### config.mk
export PLATFORM = sky130hd
export DESIGN_NAME = pmws_cell
export DESIGN_NICKNAME = d
export VERILOG_FILES = /design/src/rtl/pmws_pkg.sv /design/src/rtl/pmws_cell.sv
export SDC_FILE = /design/constraint.sdc
export NUM_CORES = 1
export LEC_CHECK = 0
export BUFFER_PORTS_ARGS = -buffer_cell sky130_fd_sc_hd__buf_2
export CORE_MARGIN = 4
export CORE_UTILIZATION = 41
export DETAILED_ROUTE_END_ITERATION = 16
export SKIP_CTS_REPAIR_TIMING = 1
export SLEW_MARGIN = 20
export SYNTH_ARGS = -nofsm -noshare
export SYNTH_HDL_FRONTEND = slang
export SYNTH_SLANG_ARGS = --single-unit
export TNS_END_PERCENT = 100
### constraint.sdc
create_clock -name clk -period 4.6 [get_ports clk]
set_clock_uncertainty 0.15 [all_clocks]
set_input_delay 0.23 -clock clk [delete_from_list [all_inputs] [get_ports clk]]
set_output_delay 0.23 -clock clk [all_outputs]
set_load 0.05 [all_outputs]
### src/rtl/pmws_pkg.sv
package pmws_pkg;

	localparam int MAX_MOTIF_LEN = 32;
	localparam int MAX_ALPHABET  = 8;

	localparam int POS_W   = 5;
	localparam int SYM_W   = 3;
	localparam int WGT_W   = 16;
	localparam int SUM_W   = 21;
	localparam int KLEN_W  = 6;
	localparam int ALPHA_W = 4;
	localparam int CFG_W   = 6;

	localparam logic signed [SUM_W-1:0] NEG_INF  = {1'b1, {(SUM_W-1){1'b0}}};
	localparam logic signed [WGT_W-1:0] LOG_ZERO = {1'b1, {(WGT_W-1){1'b0}}};

	typedef enum logic {
		OP_LOAD   = 1'b0,
		OP_SYMBOL = 1'b1
	} opcode_t;

	typedef enum logic {
		CFG_MOTIF_LENGTH  = 1'b0,
		CFG_ALPHABET_SIZE = 1'b1
	} cfg_index_t;

	typedef enum logic [1:0] {
		STATUS_OK    = 2'd0,
		STATUS_BAD   = 2'd1,
		STATUS_SHORT = 2'd2
	} status_t;

	typedef struct packed {
		logic                    step;
		logic                    clear;
		logic                    shift_up;
		logic                    shift_dn;
		logic [SYM_W-1:0]        sym;
		logic [SYM_W-1:0]        wr_sym;
		logic signed [WGT_W-1:0] wr_value;
	} cell_ctl_t;

	// minus infinity is sticky
	function automatic logic signed [SUM_W-1:0] add_weight(
		input logic signed [SUM_W-1:0] acc,
		input logic signed [WGT_W-1:0] w
	);
		logic signed [SUM_W-1:0] w_ext;
		w_ext = {{(SUM_W-WGT_W){w[WGT_W-1]}}, w};
		if (acc == NEG_INF || w == LOG_ZERO) begin
			return NEG_INF;
		end
		return acc + w_ext;
	endfunction

	// motif length clamped to the cell count, minus one (zero for a zero length)
	function automatic logic [POS_W-1:0] eff_km1(input logic [KLEN_W-1:0] ml);
		logic [KLEN_W-1:0] t;
		t = ml - KLEN_W'(1);
		if (ml == '0) begin
			return '0;
		end
		if (ml > KLEN_W'(MAX_MOTIF_LEN)) begin
			return POS_W'(MAX_MOTIF_LEN - 1);
		end
		return t[POS_W-1:0];
	endfunction

endpackage

### src/rtl/pmws_cell.sv
module pmws_cell (
	input  logic                                  clk,
	input  logic                                  arst_n,
	input  pmws_pkg::cell_ctl_t                   ctl,
	input  logic                                  wr_en,
	input  logic                                  live,
	input  logic signed [pmws_pkg::SUM_W-1:0]     sum_lo,
	input  logic signed [pmws_pkg::SUM_W-1:0]     sum_hi,
	output logic signed [pmws_pkg::SUM_W-1:0]     sum_q,
	output logic signed [pmws_pkg::SUM_W-1:0]     sum_next
);

	logic signed [pmws_pkg::WGT_W-1:0] wt_q [pmws_pkg::MAX_ALPHABET];
	logic signed [pmws_pkg::WGT_W-1:0] w;

	// weight column of this motif position
	always_ff @(posedge clk) begin
		if (wr_en) begin
			wt_q[ctl.wr_sym] <= ctl.wr_value;
		end
	end

	always_comb begin
		w        = wt_q[ctl.sym];
		sum_next = pmws_pkg::add_weight(sum_lo, w);
	end

	always_ff @(posedge clk or negedge arst_n) begin
		if (!arst_n) begin
			sum_q <= '0;
		end else begin
			priority if (ctl.clear) begin
				sum_q <= '0;
			end else if (ctl.step && live) begin
				sum_q <= sum_next;
			end else if (ctl.shift_up) begin
				sum_q <= sum_lo;
			end else if (ctl.shift_dn) begin
				sum_q <= sum_hi;
			end
		end
	end

endmodule

### Word-level counts from Yosys, hierarchy flattened

Memories as Yosys holds them, arrays and structs flattened.
Cells that the tools add are included.

| storage, ports and cells | value |
|---|---|
| input port bits | 72 |
| memories | 1 |
| bits in registers | 21 |
| logic and storage cells | 17 |
| bits in writable memories | 128 |

| cells by class | value |
|---|---|
| reduce and logical (&&, ||, !) cells | 3 |
| multiplexer cells | 9 |
| eq/ne operators | 2 |
| add/sub/neg operators | 1 |

Memories:

| name | depth | bits a word | rd ports | clocked after memory_dff | wr ports | line | source |
|---|---|---|---|---|---|---|---|
| wt_q | 8 | 16 | 1 | 0 | 1 | pmws_cell.sv:13 | `logic signed [pmws_pkg::WGT_W-1:0] wt_q [pmws_pkg::MAX_ALPHABET];` |

Operators by type and width:

| kind | count |
|---|---|
| 21-bit 2-to-1 mux | 6 |
| 21-bit by 16-bit adder with 21-bit output | 1 |
| 21-bit == test (second input constant) | 1 |
| 16-bit == test (second input constant) | 1 |
| 4-bit nonzero test | 1 |
| 1-bit 2-to-1 mux | 3 |
| 1-bit logical AND | 1 |
| 1-bit logical OR | 1 |

### Logic depth before layout (Yosys ltp)

Gate-level depths: netlist of run 1.
An unclocked memory read counts as a cell.

| depth | value |
|---|---|
| depth in word-level cells | 7 |
| mapped depth | 17 |
| gate-level depth less buffers | 13 |

### Least setup slack after synthesis of run 1

OpenSTA, ideal clock, no wires.

| timing | value |
|---|---|
| path type | input -> register |
| start | in ctl[20] (netlist bit) |
| end | reg sum_q[15] (netlist bit) |
| data required time | 4.379 ns |
| library setup time | 0.071 ns |
| buffers on the path | 4 |
| arrival | 4.733 ns |
| path slack | -0.354 ns |
| cell stages on the path | 14 |
| cell sequence | buf_6 buf_2 clkbuf_1 buf_1 mux4_2 nand2_1 nand2_1 ha_1 a21oi_1 o211ai_1 a41oi_1 a311oi_1 nor3_1 a221o_1 |

| between the ends | value |
|---|---|
| longest elaborated chain between the ends | 7 |
| elaborated cells on any way between the ends | 8 |
| classes of those cells | 1 x add/sub; 1 x eq/ne; 4 x mux; 1 x reduce/logical; 1 x memory |

RTL lines:

| what | line | source |
|---|---|---|
| from (decl) | pmws_cell.sv:4 | `input pmws_pkg::cell_ctl_t ctl,` |
| memory read 8 x 16 bit * | -- |  |
| branches (longest 3 deep; another with 21-bit by 16-bit adder with 21-bit output) | -- |  |
| 21-bit 2-to-1 mux * | pmws_pkg.sv:53 | `return acc + w_ext;` |
| named net sum_next (one bit) | pmws_cell.sv:10 | `output logic signed [pmws_pkg::SUM_W-1:0] sum_next` |
| 21-bit 2-to-1 mux * | pmws_cell.sv:34 | `end else if (ctl.step && live) begin` |
| 21-bit 2-to-1 mux * | pmws_cell.sv:32 | `priority if (ctl.clear) begin` |
| to (signal assigned) | pmws_cell.sv:35 | `sum_q <= sum_next;` |
| to (signal assigned) | pmws_cell.sv:37 | `sum_q <= sum_lo;` |
| to (signal assigned) | pmws_cell.sv:39 | `sum_q <= sum_hi;` |
| to (decl) | pmws_cell.sv:9 | `output logic signed [pmws_pkg::SUM_W-1:0] sum_q,` |

Mark *: on every way through the listed nets, which the timed path passes.
A chain may end at the register's enable or synchronous reset.

### Worst setup path in the final report of run 1

| timing | value |
|---|---|
| start | mem wt_q[1][3] (netlist bit) |
| end | out sum_next[19] (netlist bit) |

| between the ends | value |
|---|---|
| longest elaborated chain between the ends | 5 |
| elaborated cells on any way between the ends | 6 |
| classes of those cells | 1 x add/sub; 1 x eq/ne; 2 x mux; 1 x reduce/logical; 1 x memory |

RTL lines:

| what | line |
|---|---|
| from (decl) | pmws_cell.sv:13 |
| memory read 8 x 16 bit * | -- |
| branches (longest 3 deep; another with 21-bit by 16-bit adder with 21-bit output) | -- |
| 21-bit 2-to-1 mux * | pmws_pkg.sv:53 |
| to (decl) | pmws_cell.sv:10 |

Mark *: on every way between the ends.

==> results of run 1 <==
## routing by layer
layer | vias to the layer above | track usage, %
li1 | 2358 | -
met1 | 2534 | 24.9
met2 | 238 | 28.9
met3 | 15 | 4.58
met4 | 0 | 4.90
met5 | - | 0
## cell type report
| type | instances | area (um2) |
|---|---|---|
| clock buffer | 17 | 425 |
| clock inverter | 14 | 174 |
| timing repair buffer | 141 | 833 |
| tap | 225 | 282 |
| inverter | 9 | 33.8 |
| sequential | 149 | 4370 |
| multi-input combinational | 345 | 2880 |
| fill | 1479 | 8420 |
## cells in the final DEF (no fill, tap or decap), types with 3 or more instances in the layout
cell type | netlist | final
a31oi_1 | 5 | 5
bufinv_16 | 0 | 3
buf_2 | 7 | 112
nor4_1 | 5 | 4
nand2_1 | 39 | 39
mux4_2 | 30 | 30
edfxtp_1 | 128 | 128
a221o_1 | 14 | 14
xnor2_1 | 9 | 9
or4_1 | 4 | 4
nand3b_1 | 4 | 4
clkinv_2 | 0 | 3
inv_1 | 8 | 8
nand2b_1 | 5 | 5
dfrtp_1 | 21 | 21
nor2_1 | 61 | 60
mux2i_1 | 19 | 19
dlygate4sd3_1 | 0 | 17
nor3_1 | 11 | 8
or4b_2 | 4 | 4
xor2_1 | 7 | 7
a21oi_1 | 20 | 20
a21o_1 | 5 | 5
inv_6 | 0 | 4
o41ai_1 | 4 | 4
a211oi_1 | 8 | 8
and2_1 | 4 | 4
mux2_2 | 13 | 13
ha_1 | 20 | 20
o21ai_0 | 14 | 14
buf_4 | 0 | 10
clkbuf_16 | 0 | 17
o211ai_1 | 4 | 4
clkinv_4 | 0 | 3
## worst max-delay path, stage by stage, from the launching register on
cell	delay (ns)
edfxtp_1	0.38
mux2_2	0.29
mux4_2	0.46
ha_1	0.37
o211ai_1	0.13
o211ai_1	0.22
a41oi_1	0.24
a311oi_1	0.63
a221oi_1	0.19
xor2_1	0.20
nor2_2	0.12
buf_2	0.27
## worst min path at each step
stage	startpoint	to	slack (ns)	cells after the start
after detailed placement	arst_n	sum_q[19]$_DFFE_PN0P_	0.06	1
after global routing	sum_hi[13]	sum_q[13]$_DFFE_PN0P_	0.04	4
after CTS	arst_n	sum_q[19]$_DFFE_PN0P_	-0.39	1
after global placement	arst_n	sum_q[17]$_DFFE_PN0P_	0.07	1
final	sum_hi[16]	sum_q[16]$_DFFE_PN0P_	0.02	5
after floorplan	arst_n	sum_q[0]$_DFFE_PN0P_	-0.22	0
## flip-flops by register name, summed over array words and instances (netlist names)
register  flops
wt_q        128
sum_q        21
## cells by family after synthesis
logic type	count (synthesis)	share of synthesized area [%]
AO/OA/AOI/OAI	97	9.48
adder cells (fa/ha/maj)	21	3.68
multiplexers	62	13.8
flip-flops	149	59.5
buffers and inverters	30	1.86
XOR/XNOR	16	1.91
AND/OR/NAND/NOR	149	9.78
## power by group through the flow
stage | Combinational [mW] | Sequential (mW) | Clock (mW)
6_report | 0.897 | 1.55 | 1.40
3_3_place_gp | 0.872 | 1.58 | 0
2_1_floorplan | 0.559 | 1.65 | 0
5_1_grt | 0.961 | 1.56 | 1.49
4_1_cts | 0.884 | 1.55 | 1.42
3_5_place_dp | 0.881 | 1.58 | 0
==> run summary, run 1 <==
status: finished clean
Critical Path Sink Type: output pin
Detail Route met3 WL: 1440 um
Slew HR: 32.5%
CTS sink cnt: 149
synth cell count leaders: edfxtp_1 (128), nor2_1 (61), nand2_1 (39)
setup tns final: 0 ns
Hold Fails Final Rpt: 0
min-delay worst type: input pin to register
Clock Path Buffers: 2
Worst-Margin Slew: 1.01 ns
top-area cell type share of the netlist area: 52.4%
# Max-Cap Violations: 0
largest net degree at the start of global routing: 28
Layout Nets: 756
Routed WL: 18100 um
mapped cell area: 7340 um2
Final min period: 4.30 ns
area delta synth->final: 22.5%
htree depth: 4
via count: 5145
crit path from: wt_q[1][3]$_DFFE_PP_
switching pwr: 1.19 mW
Diodes inserted: 0
uppermost layer routed: met4
Syn Area/Cell: 14.0 um2
asr flop ratio synth: 14.1%
crit path max fanout: 4
Inst Count DP: 852
Finished Layout Cells: 900
die area: 20100 um2
first-pass GRT wire length: 28200 um
Synth Register Bits: 149
worst reg-to-reg path cell count: 10
Top FF cell, synth: edfxtp_1
DP HPWL: 13100 um
routed len/inst: 20.1 um
reg-to-reg slack, setup: 0.99 ns
Leakage: 3.46 nW
wl on met1: 7890 um
Reg-to-Reg Start: wt_q[1][3]$_DFFE_PP_
final setup margin: 0.304 ns
worst skew pair latency: 0.42 ns
number of buffers added on ports: 113
syn nets: 617
Initial Util: 42.2%
Max Slew Vio Count: 0
vias in the first global route: 5051
Die Span Y: 142 um
sw frac: 30.9%
dpl ws: 0.239 ns
die width: 142 um
Power Dens Cells: 428 nW/um2
Yosys top cell by area: edfxtp_1
Synth Instances: 524
Post-Layout Inst Area: 8990 um2
total CTS buffers: 17
Synth area leaders: edfxtp_1 (52%), mux4_2 (9.2%), dfrtp_1 (7.2%), ha_1 (3.4%), nor2_1 (3.1%)
initial DRC count: 303
RSZ-0062 raised after global routing: no
Cell variety after synth: 59
combinational share of power: 23.3%
CTS clk-pin slew, worst paths: 0.06 ns
most common cell in the synthesized netlist: edfxtp_1
worst setup path category: register to output pin
layout cells sized above 1: 31.7%
Worst setup endpoint: sum_next[19]
Max Freq: 233 MHz
First-pass DRT Iterations: 5
period utilization: 93.4%
Total Power: 3.85 mW
Rows: 48
sequential share of power: 40.4%
Clock Power Share: 36.4%
met2 routed WL: 8600 um
CP Launch Type: register
initial antenna violation count: 0
Hold Slack: 0.0237 ns
GR Util All Layers: 18.1%
placed inst area: 8220 um2
Seq/Total Area, Yosys: 59.5%
final core utilization: 51.6%
CTS tree: yes
Max VDD drop: 0.000279 V
Critical Path RT: 4.22 ns
FF-to-FF End: sum_q[19]$_DFFE_PN0P_
DR vias/cell: 5.72
Post-synth EDFFs: 128
DRT antenna net count: 0
core area: 17400 um2
internal power: 2.66 mW
final setup vio count: 0
WP data arrival: 3.92 ns
Remaining DRCs: 0
io pins: 114
RD Place Congestion: 1.01
GR Overflow Total: 0
Clk Tree Root Cell: clkbuf_16
Synth Warn #: 0
(Power assumes the default switching activity.)
==> run 2: changes to the inputs <==
--- a/config.mk
+++ b/config.mk
@@ -9,6 +9,7 @@
 export CORE_MARGIN = 4
 export CORE_UTILIZATION = 41
 export DETAILED_ROUTE_END_ITERATION = 16
+export RECOVER_POWER = 25
 export SKIP_CTS_REPAIR_TIMING = 1
 export SLEW_MARGIN = 20
 export SYNTH_ARGS = -nofsm -noshare
==> run summary, run 2 (synthesis results as in run 1) <==
crit-path max cell delay: 0.63 ns
Initial Util: 42.2%
placed inst area: 8220 um2
Critical Path RT: 4.22 ns
most common cell after layout, fill and taps aside: edfxtp_1
setup tns final: 0 ns
initial DRC count: 294
Slew HR: 21.7%
Layout Nets: 756
GR Overflow Total: 0
Largest regs: wt_q x128, sum_q x21
GR Util All Layers: 18.1%
worst reg-to-reg path cell count: 10
CP Launch Type: register
Die Span Y: 142 um
Filler cells: 1488
Power Dens Cells: 429 nW/um2
CP cell instances: mux2_2 > mux4_2 > ha_1 > o211ai_1 > o211ai_1 > a41oi_1 > a311oi_1 > a221oi_1 > xor2_1 > nor2_2 > buf_2
Stages on worst setup path: 11
First-pass DRT Iterations: 5
Clk Tree Root Cell: clkbuf_16
Clock Path Buffers: 2
Routed WL: 18100 um
Final min period: 4.30 ns
Post-Layout Inst Area: 8980 um2
register area: 4370 um2
Diodes inserted: 0
initial antenna violation count: 0
crit path max fanout: 4
final setup vio count: 0
routed len/inst: 20.2 um
Max Freq: 233 MHz
CTS sink cnt: 149
worst skew pair latency: 0.42 ns
Hold Fails Final Rpt: 0
status: finished clean
CTS clk-pin slew, worst paths: 0.06 ns
CTS tree: yes
first-pass GRT wire length: 28200 um
htree depth: 4
area of the multi-input gates: 2880 um2
Hold Path Cell Cnt: 4
RD Place Congestion: 1.01
Max Slew Vio Count: 0
Remaining DRCs: 0
number of buffers added on ports: 113
slowest CP cell: a311oi_1
total CTS buffers: 17
io pins: 114
Critical Path Sink Type: output pin
core area: 17400 um2
Bufs and invs on worst path: 1
WP data arrival: 3.92 ns
vias in the first global route: 5051
DR vias/cell: 5.73
DP HPWL: 13100 um
Rows: 48
Max VDD drop: 0.000279 V
Reg with most FFs: wt_q
Largest register FFs: 128
Critical Path Most Common Cell: o211ai_1
area delta synth->final: 22.3%
RSZ-0062 raised after global routing: no
min-delay worst type: input pin to register
die width: 142 um
Leakage: 3.43 nW
Worst-Margin Slew: 1.17 ns
crit-path leading delay family: compound AO/OA/AOI/OAI gates
period utilization: 93.4%
largest net degree at the start of global routing: 28
layout cells sized above 1: 30.2%
via count: 5159
commonest non-fill, non-tap cells in the layout: edfxtp_1 (128), buf_2 (102), nor2_1 (60), nand2_1 (39), mux4_2 (30)
# Max-Cap Violations: 0
DRT antenna net count: 0
worst setup path category: register to output pin
die area: 20100 um2
-- run 2: cell count changes in the layout (fill, tap and decap cells not counted) --
cell | before | now
buf_2 | 112 | 102
clkbuf_1 | 0 | 10
-- run 2: layout make-up --
class | count | share of cell area, %
Multi-Input combinational cell | 345 | 32.0
Tap cell | 225 | 3.13
Clock buffer | 17 | 4.74
Inverter | 9 | 0.376
Timing Repair Buffer | 141 | 9.14
Sequential cell | 149 | 48.6
Clock inverter | 14 | 1.94
-- run 2: report_power, final --
| group | switching (mW) | internal [mW] | leakage, nW | total (mW) |
|---|---|---|---|---|
| Clock | 0.544 | 0.855 | 0.294 | 1.40 |
| Sequential | 0.0239 | 1.53 | 1.44 | 1.55 |
| Combinational | 0.620 | 0.275 | 1.70 | 0.896 |
| Total | 1.19 | 2.66 | 3.43 | 3.85 |
-- run 2: final timing paths --
check	slack, ns	endpoint	startpoint
max	0.30	sum_next[19]	wt_q[1][3]$_DFFE_PP_
min	0.03	sum_q[1]$_DFFE_PN0P_	sum_hi[1]
max reg2reg	0.99	sum_q[19]$_DFFE_PN0P_	wt_q[1][3]$_DFFE_PP_
min reg2reg	0.35	sum_q[8]$_DFFE_PN0P_	sum_q[8]$_DFFE_PN0P_
max in group asynchronous	3.17	sum_q[4]$_DFFE_PN0P_	arst_n
min in group asynchronous	0.42	sum_q[20]$_DFFE_PN0P_	arst_n
-- run 2: worst reg2reg max path: stages (launching register included) --
cell,delay (ns)
edfxtp_1,0.38
mux2_2,0.29
mux4_2,0.46
ha_1,0.37
o211ai_1,0.13
o211ai_1,0.22
a41oi_1,0.24
a311oi_1,0.63
a221oi_1,0.19
xor2_1,0.20
o31ai_1,0.27
-- run 2: per-stage QoR --
| stage | instances | util (%) | power, mW | setup WS [ns] | hold WS, ns |
|---|---|---|---|---|---|
| final | 900 | 51.6 | 3.85 | 0.302 | 0.0290 |
| after global routing | 900 | 51.6 | 4.01 | 0.0458 | 0.0376 |
| after CTS | 883 | 50.6 | 3.86 | 0.228 | -0.387 |
| after detailed placement | 852 | 47.2 | 2.46 | 0.239 | 0.0640 |
| after global placement | 852 | 47.2 | 2.45 | 0.250 | 0.0680 |
| after floorplan | 524 | - | 2.21 | 0.00200 | -0.216 |
-- run 2: layer usage --
| metal | up-vias | wire length [um] | part of all wire (%) | GRT usage, % |
|---|---|---|---|---|
| met4 | 0 | 212 | 1.2 | 4.90 |
| li1 | 2360 | - | - | - |
| met3 | 17 | 1460 | 8.0 | 4.58 |
| met5 | - | 0 | 0 | 0 |
| met1 | 2535 | 7900 | 44 | 24.9 |
| met2 | 247 | 8560 | 47 | 28.9 |
